[src/rtl/core/eurs_pkg.sv]
// Package for the ultrasonic echo ranging sequencer.
// Holds the transaction types, the mode codes and the fixed-point constants
// for the distance conversion. It depends on nothing else.
`default_nettype none

package eurs_pkg;

    localparam int SENSOR_W    = 2;
    localparam int STAMP_IN_W  = 16;
    localparam int DIST_W      = 11;
    localparam int MAX_STAMP_W = 32;

    localparam logic [DIST_W-1:0] LIMIT_RESET = 11'd150;

    // floor(width * 17 / 1000) equals (width * DIST_RECIP) >> DIST_SHIFT for
    // every width below SAT_WIDTH. At SAT_WIDTH and above the quotient is at
    // least 2048, which is more than any limit can be, so it saturates.
    localparam int MUL_IN_W = 17;
    localparam int RECIP_W  = 21;
    localparam int PROD_W   = MUL_IN_W + RECIP_W;
    localparam int DIST_SHIFT = 26;
    localparam logic [RECIP_W-1:0] DIST_RECIP = 21'd1140851;
    localparam logic [MAX_STAMP_W-1:0] SAT_WIDTH = 32'd120471;

    typedef enum logic {
        MODE_CAPTURE = 1'b0,
        MODE_ARM     = 1'b1
    } mode_t;

    typedef struct packed {
        mode_t                 mode;
        logic [SENSOR_W-1:0]   sensor;
        logic [STAMP_IN_W-1:0] stamp;
    } item_t;

    typedef struct packed {
        logic [SENSOR_W-1:0] sensor_out;
        logic [DIST_W-1:0]   distance;
        logic                updated;
    } result_t;

endpackage

`default_nettype wire

[src/rtl/core/eurs_distance.sv]
// Pulse width and distance conversion for one echo.
// Uses the constants of eurs_pkg; purely combinational.
`default_nettype none

module eurs_distance #(
    parameter int STAMP_BITS = 16
) (
    input  logic [STAMP_BITS-1:0]      rise,
    input  logic [STAMP_BITS-1:0]      fall,
    input  logic [eurs_pkg::DIST_W-1:0] limit,
    output logic [eurs_pkg::DIST_W-1:0] dist_cm
);
    import eurs_pkg::*;

    logic [STAMP_BITS-1:0]  width;
    logic [MAX_STAMP_W-1:0] width_ext;
    logic [PROD_W-1:0]      prod;
    logic [DIST_W-1:0]      quot;

    always_comb begin
        // On a wrap the width is (M - rise) + fall, and M - rise is ~rise.
        if (fall > rise) begin
            width = fall - rise;
        end else if (rise > fall) begin
            width = fall + ~rise;
        end else begin
            width = '0;
        end
        width_ext = MAX_STAMP_W'(width);
        prod = PROD_W'(width_ext[MUL_IN_W-1:0]) * PROD_W'(DIST_RECIP);
        quot = prod[DIST_SHIFT +: DIST_W];
        if (width_ext >= SAT_WIDTH || quot > limit) begin
            dist_cm = limit;
        end else begin
            dist_cm = quot;
        end
    end

endmodule

`default_nettype wire

[src/rtl/core/eurs_tracker.sv]
// Per-sensor measurement state, round-robin turn and the result of one item.
// Depends on eurs_pkg and eurs_distance.
`default_nettype none

module eurs_tracker #(
    parameter int NUM_SENSORS = 3,
    parameter int STAMP_BITS  = 16
) (
    input  logic                        aclk,
    input  logic                        aresetn,
    input  logic                        fire,
    input  eurs_pkg::item_t             item,
    input  logic [eurs_pkg::DIST_W-1:0] distance_limit,
    output eurs_pkg::result_t           result
);
    import eurs_pkg::*;

    localparam int IDX_W = (NUM_SENSORS > 1) ? $clog2(NUM_SENSORS) : 1;

    logic [NUM_SENSORS-1:0] high_seen_reg, high_seen_next;
    logic [NUM_SENSORS-1:0] armed_reg, armed_next;
    logic [STAMP_BITS-1:0]  rise_reg [NUM_SENSORS];
    logic [STAMP_BITS-1:0]  rise_next [NUM_SENSORS];
    logic [DIST_W-1:0]      dist_reg [NUM_SENSORS];
    logic [DIST_W-1:0]      dist_next [NUM_SENSORS];
    logic [IDX_W-1:0]       turn_reg, turn_next;

    logic [NUM_SENSORS-1:0] hit;
    logic                   in_range;
    logic                   cur_armed, cur_high;
    logic [STAMP_BITS-1:0]  cur_rise;
    logic [DIST_W-1:0]      cur_dist;
    logic [STAMP_BITS-1:0]  stamp_eff;
    logic [DIST_W-1:0]      new_dist;
    logic [SENSOR_W:0]      succ;
    logic                   is_turn, do_arm, do_rise, do_fall;

    assign stamp_eff = STAMP_BITS'(item.stamp);

    always_comb begin
        cur_armed = 1'b0;
        cur_high  = 1'b0;
        cur_rise  = '0;
        cur_dist  = '0;
        for (int i = 0; i < NUM_SENSORS; i++) begin
            hit[i]    = (item.sensor == SENSOR_W'(i));
            cur_armed = cur_armed | (armed_reg[i] & hit[i]);
            cur_high  = cur_high | (high_seen_reg[i] & hit[i]);
            cur_rise  = cur_rise | (rise_reg[i] & {STAMP_BITS{hit[i]}});
            cur_dist  = cur_dist | (dist_reg[i] & {DIST_W{hit[i]}});
        end
        in_range = |hit;
    end

    assign is_turn = (item.sensor == SENSOR_W'(turn_reg));
    assign do_arm  = in_range && (item.mode == MODE_ARM);
    assign do_rise = in_range && (item.mode == MODE_CAPTURE) && cur_armed && !cur_high
                     && is_turn;
    assign do_fall = in_range && (item.mode == MODE_CAPTURE) && cur_armed && cur_high;
    assign succ    = {1'b0, item.sensor} + 1'b1;

    eurs_distance #(
        .STAMP_BITS(STAMP_BITS)
    ) u_distance (
        .rise   (cur_rise),
        .fall   (stamp_eff),
        .limit  (distance_limit),
        .dist_cm(new_dist)
    );

    always_comb begin
        high_seen_next = high_seen_reg;
        armed_next     = armed_reg;
        turn_next      = turn_reg;
        for (int i = 0; i < NUM_SENSORS; i++) begin
            rise_next[i] = rise_reg[i];
            dist_next[i] = dist_reg[i];
            if (fire && hit[i]) begin
                if (do_arm) begin
                    armed_next[i] = 1'b1;
                end
                if (do_rise) begin
                    rise_next[i]      = stamp_eff;
                    high_seen_next[i] = 1'b1;
                end
                if (do_fall) begin
                    dist_next[i]      = new_dist;
                    high_seen_next[i] = 1'b0;
                    armed_next[i]     = 1'b0;
                end
            end
        end
        if (fire && do_fall) begin
            turn_next = (succ >= (SENSOR_W + 1)'(NUM_SENSORS)) ? '0 : IDX_W'(succ);
        end
    end

    always_comb begin
        result.sensor_out = item.sensor;
        result.updated    = do_fall;
        if (!in_range) begin
            result.distance = '0;
        end else if (do_fall) begin
            result.distance = new_dist;
        end else begin
            result.distance = cur_dist;
        end
    end

    always_ff @(posedge aclk) begin
        if (!aresetn) begin
            high_seen_reg <= '0;
            armed_reg     <= '1;
            turn_reg      <= '0;
            for (int i = 0; i < NUM_SENSORS; i++) begin
                rise_reg[i] <= '0;
                dist_reg[i] <= '0;
            end
        end else begin
            high_seen_reg <= high_seen_next;
            armed_reg     <= armed_next;
            turn_reg      <= turn_next;
            for (int i = 0; i < NUM_SENSORS; i++) begin
                rise_reg[i] <= rise_next[i];
                dist_reg[i] <= dist_next[i];
            end
        end
    end

endmodule

`default_nettype wire

[src/rtl/core/ultrasonic_echo_ranging_sequencer.sv]
// Top level of the ultrasonic echo ranging sequencer: input register, result
// register and distance_limit register around eurs_tracker.
// Depends on eurs_pkg and eurs_tracker.
`default_nettype none

// Each input transaction (a capture event or an arm request for one sensor)
// gives exactly one result transaction, via the input and result registers.
// One transaction is accepted in every cycle unless the result side stalls:
// the input register feeds an update of the per-sensor state, whose outcome
// lands in the result register, and while a result waits s_ready stays high
// only as long as the input register is empty. The stamp port is 16 bits wide
// and is taken modulo 2^STAMP_BITS. distance_limit resets to 150; the user
// must write it via cfg_wr_en/cfg_wr_data while idle, which is not enforced.

module ultrasonic_echo_ranging_sequencer #(
    parameter int NUM_SENSORS = 3,
    parameter int STAMP_BITS  = 16
) (
    input  logic                            aclk,
    input  logic                            aresetn,
    input  logic                            cfg_wr_en,
    input  logic [eurs_pkg::DIST_W-1:0]     cfg_wr_data,
    input  logic                            s_valid,
    output logic                            s_ready,
    input  logic                            s_mode,
    input  logic [eurs_pkg::SENSOR_W-1:0]   s_sensor,
    input  logic [eurs_pkg::STAMP_IN_W-1:0] s_stamp,
    output logic                            m_valid,
    input  logic                            m_ready,
    output logic [eurs_pkg::SENSOR_W-1:0]   m_sensor_out,
    output logic [eurs_pkg::DIST_W-1:0]     m_distance,
    output logic                            m_updated
);
    import eurs_pkg::*;

    logic              item_valid_reg, item_valid_next;
    item_t             item_reg, item_next;
    logic              m_valid_reg, m_valid_next;
    result_t           out_reg, out_next;
    logic [DIST_W-1:0] limit_reg, limit_next;
    result_t           result;
    logic              advance, fire, s_take;

    // The input register may move on whenever the result register is free or
    // is being emptied in this cycle.
    assign advance = !m_valid_reg || m_ready;
    assign fire    = item_valid_reg && advance;
    assign s_ready = !item_valid_reg || advance;
    assign s_take  = s_valid && s_ready;

    eurs_tracker #(
        .NUM_SENSORS(NUM_SENSORS),
        .STAMP_BITS (STAMP_BITS)
    ) u_tracker (
        .aclk          (aclk),
        .aresetn       (aresetn),
        .fire          (fire),
        .item          (item_reg),
        .distance_limit(limit_reg),
        .result        (result)
    );

    always_comb begin
        item_valid_next = item_valid_reg;
        item_next       = item_reg;
        m_valid_next    = m_valid_reg;
        out_next        = out_reg;
        limit_next      = cfg_wr_en ? cfg_wr_data : limit_reg;
        if (advance) begin
            m_valid_next = item_valid_reg;
            out_next     = result;
        end
        if (s_ready) begin
            item_valid_next = s_valid;
        end
        if (s_take) begin
            item_next.mode   = mode_t'(s_mode);
            item_next.sensor = s_sensor;
            item_next.stamp  = s_stamp;
        end
    end

    always_ff @(posedge aclk) begin
        if (!aresetn) begin
            item_valid_reg <= 1'b0;
            m_valid_reg    <= 1'b0;
            limit_reg      <= LIMIT_RESET;
        end else begin
            item_valid_reg <= item_valid_next;
            m_valid_reg    <= m_valid_next;
            limit_reg      <= limit_next;
        end
    end

    always_ff @(posedge aclk) begin
        item_reg <= item_next;
        out_reg  <= out_next;
    end

    assign m_valid      = m_valid_reg;
    assign m_sensor_out = out_reg.sensor_out;
    assign m_distance   = out_reg.distance;
    assign m_updated    = out_reg.updated;

`ifndef ASSERT_OFF
    a_updated_within_limit: assert property (@(posedge aclk) disable iff (!aresetn)
        m_valid_reg && out_reg.updated |-> out_reg.distance <= limit_reg)
        else $error("completed measurement above distance limit");

    a_out_of_range_blank: assert property (@(posedge aclk) disable iff (!aresetn)
        m_valid_reg && ({1'b0, out_reg.sensor_out} >= (SENSOR_W + 1)'(NUM_SENSORS))
        |-> out_reg.distance == '0 && !out_reg.updated)
        else $error("result for an absent sensor carries data");

    a_item_held_on_stall: assert property (@(posedge aclk) disable iff (!aresetn)
        item_valid_reg && !advance |=> item_valid_reg && $stable(item_reg))
        else $error("pending item lost while result side stalled");

    a_result_held_on_stall: assert property (@(posedge aclk) disable iff (!aresetn)
        m_valid_reg && !m_ready |=> m_valid_reg && $stable(out_reg))
        else $error("waiting result changed before it was taken");
`endif

endmodule

`default_nettype wire

[config.mk]
export PLATFORM = sky130hd
export DESIGN_NAME = ultrasonic_echo_ranging_sequencer
export DESIGN_NICKNAME = d
export VERILOG_FILES = /design/src/rtl/core/eurs_pkg.sv /design/src/rtl/core/eurs_distance.sv /design/src/rtl/core/eurs_tracker.sv /design/src/rtl/core/ultrasonic_echo_ranging_sequencer.sv
export SDC_FILE = /design/constraint.sdc
export NUM_CORES = 1
export LEC_CHECK = 0
export ABC_CLOCK_PERIOD_IN_PS = 11820
export BUFFER_PORTS_ARGS = -buffer_cell sky130_fd_sc_hd__clkbuf_2
export CAP_MARGIN = 20
export CORE_MARGIN = 4
export CORE_UTILIZATION = 50
export DETAILED_ROUTE_END_ITERATION = 6
export PLACE_DENSITY = 0.69
export SLEW_MARGIN = 25
export SYNTH_ARGS = -nofsm -noshare
export SYNTH_HDL_FRONTEND = slang
export SYNTH_SLANG_ARGS = --single-unit
[constraint.sdc]
create_clock -name aclk -period 11.82 [get_ports aclk]
set_input_delay 1.182 -clock aclk [delete_from_list [all_inputs] [get_ports aclk]]
set_output_delay 1.182 -clock aclk [all_outputs]
set_load 0.01 [all_outputs]
==> out/qor.csv <==
metric,value,unit
max-cap violation count,0,
cts hold-fix bufs,0,
hold worst-path end,u_tracker.dist_reg[0][6],
final core utilization,0.552,
DR vias/cell,5.73,
grt ovf,0,
layout cells sized above 1,0.0983,
post-synth net total,1773,
Core Region,26000,µm²
Post-Syn Area,13100,µm²
# H-tree levels,4,
die area,28900,µm²
worst setup margin,675,ps
slowest CP cell,fa_1,
Synth cell types,83,
Ys Warns,0,
crit path DAT,11290,ps
global-route wire length before repair,54500,µm
Worst setup EP type,register,
RR Startpoint,item_reg[17],
DR vias,10500,
Bufs on Longest Clock Path,2,
final wirelength,33600,µm
max reg flops,48,
vias in the first global route,10400,
Yosys reg bits,135,
Fillers,2365,
Post-CTS Setup Bufs,0,
status,"finished, final reports clean",
startpoint types,register,
crit path buf inv count,5,
GPL Wtd Cong,0.988,
Overall Global Routing Usage,0.233,
Peak Freq,0.0897,GHz
Detail Route Antenna Nets,0,
Hold Path Class,register to register,
peak per-stage delay on the critical path,580,ps
cells after synthesis,1454,
Avg WL per Cell,18.4,µm
ys async rst share,0,
RSZ-0062 raised after global routing,false,
worst-margin pin slew,885,ps
Crit path top cell by count,fa_1,
crit path kind,register to register,
HPWL Detailed,26900,µm
post-synthesis sequential area ratio,0.231,
n_diodes,0,
Hold Path Depth,2,
PortBufs,50,
DP Cell Count,1799,
r2r worst-path depth,40,
main flop type after synthesis,dfxtp_1,
Mapped Avg Cell Area,9.04,µm²
area growth from synthesis to layout,9.09,%
r2r setup slk,680,ps
headroom to the max-slew limit,0.410,
Final Max Tran Viols,0,
"Req. time, crit path",11960,ps
final setup vio count,0,
fin crit share,0.943,
endpoints failing hold,0,
total CTS buffers,17,
DRC,0,
crit path max fanout,21,
largest net degree at the start of global routing,56,
clock skew,21.2,ps
Nets,1802,
Crit Reg-Reg Endpoint,m_distance[6],
initial antenna violation count,0,
Site Rows,59,
DIE HEIGHT,170,µm
Setup WS pre-CTS,557,ps
IO Count,51,
"delay-heaviest family, CP",adder cells,
number of synthesized flops with an enable pin,33,
crit path time final,11140,ps
area of the multi-input gates,9050,µm²
CTS root buf,clkbuf_16,
first drt pass iteration count,5,
Initial Util,0.506,
hold path startpoint,u_tracker.dist_reg[0][6],
Worst-path clk slew,70,ps
# clock sinks,135,
setup_tns,0,ps
fin cells,1831,
width of the chip,170,µm
TritonCTS clock tree,yes,
clk_lat worst skew,430,ps
FF/Latch Area,3030,µm²
number of DRC markers in iteration 0,704,
-- worst max-delay path by stage --
stage | from | end | slack, ps | cells after the start
after global routing | item_reg[16] | m_distance[6] | 4 | 44
after global placement | item_reg[16] | m_distance[6] | 510 | 40
after CTS | item_reg[16] | m_distance[6] | 430 | 40
after floorplan | item_reg[17] | m_distance[0] | 720 | 44
final | item_reg[17] | m_distance[6] | 680 | 40
after detailed placement | item_reg[17] | m_distance[0] | 560 | 40
-- placed cells by master (no fill, tap or decap), drive strengths merged, types with 6 or more instances in the layout --
| cell type | instances |
|---|---|
| a211oi | 18 |
| a21o | 24 |
| a21oi | 106 |
| a31oi | 11 |
| and2 | 7 |
| and3 | 8 |
| buf | 21 |
| clkbuf | 67 |
| clkinv | 7 |
| dfxtp | 102 |
| edfxtp | 33 |
| fa | 93 |
| ha | 191 |
| inv | 220 |
| mux2i | 93 |
| nand2 | 86 |
| nand2b | 6 |
| nand3 | 12 |
| nand4 | 19 |
| nor2 | 142 |
| nor2b | 10 |
| nor3 | 17 |
| o211ai | 16 |
| o21a | 12 |
| o21ai | 62 |
| o21bai | 6 |
| o221a | 6 |
| o311a | 6 |
| xnor2 | 10 |
-- timing repair --
action	CTS	global route
endpoints found under the hold margin	0	0
setup endpoints to repair	0	39
gates resized for setup	0	5
-- cell usage after synthesis (5+ instances only) --
cell type / count / area [µm²]
o311a_1: 6 / 60.1
mux2i_1: 92 / 921
o31ai_1: 5 / 37.5
nand2_1: 85 / 319
buf_2: 7 / 35.0
nand2b_1: 6 / 37.5
nor2_1: 139 / 522
dfxtp_1: 102 / 2040
a21oi_1: 104 / 521
edfxtp_1: 33 / 991
nand4_1: 19 / 119
o21ai_1: 8 / 40.0
and3_1: 8 / 50.1
buf_4: 5 / 37.5
nor3_1: 16 / 80.1
fa_1: 93 / 1860
o21bai_1: 6 / 45.0
o221a_2: 6 / 67.6
xnor2_1: 10 / 87.6
o21a_1: 12 / 90.1
ha_1: 191 / 2390
a21o_1: 24 / 180
a211oi_1: 15 / 113
clkbuf_1: 44 / 165
a31oi_1: 11 / 68.8
nor2b_1: 10 / 62.6
o211ai_1: 15 / 113
a311oi_1: 5 / 43.8
nand3_1: 12 / 60.1
inv_1: 211 / 792
o21ai_0: 52 / 260
and2_1: 7 / 43.8
xor2_1: 5 / 43.8
-- layout make-up --
cell class | instances | share of cell area
clock buffers | 17 | 0.0297
clock inverters | 15 | 0.0135
inverters | 212 | 0.0555
multi-input cells | 1046 | 0.632
flip-flops and latches | 135 | 0.212
well taps | 335 | 0.0292
repair buffers | 71 | 0.0287
-- routing by layer --
layer / vias up / wire length [µm] / global-route usage
li1: 5064 / - / -
met1: 5080 / 15200 / 0.321
met2: 295 / 15800 / 0.381
met3: 47 / 1860 / 0.0367
met4: 2 / 658 / 0.0635
met5: - / 67 / 0.0167
-- worst register-to-register path: cells and delay by family (launching register included) --
family,cells,cell delay (ps)
AOI/OAI and AO/OA,16,3120
xor gates and xnor gates,1,540
adders and majority gates,10,4320
buffers and inverters,5,740
DFF,1,350
muxes,2,630
and+or+nand+nor,6,1170
-- kinds of logic after synthesis --
family | Yosys count | share of synthesized area
XOR/XNOR | 15 | 0.0100
buffers and inverters | 273 | 0.0818
flip-flops | 135 | 0.231
multiplexers | 98 | 0.0757
adder cells (fa/ha/maj) | 284 | 0.324
AND/OR/NAND/NOR | 334 | 0.118
AO/OA/AOI/OAI | 315 | 0.160
-- metrics by stage --
step                area (µm²)  hold slack, ps
floorplan                13100             421
global placement         13700             454
detailed placement       13700             451
CTS                      14300             461
global route             14300             500
finish                   14300             461
Power is not shown: default switching activity piles up to over one toggle a cycle in this logic, so the estimate is an artifact.
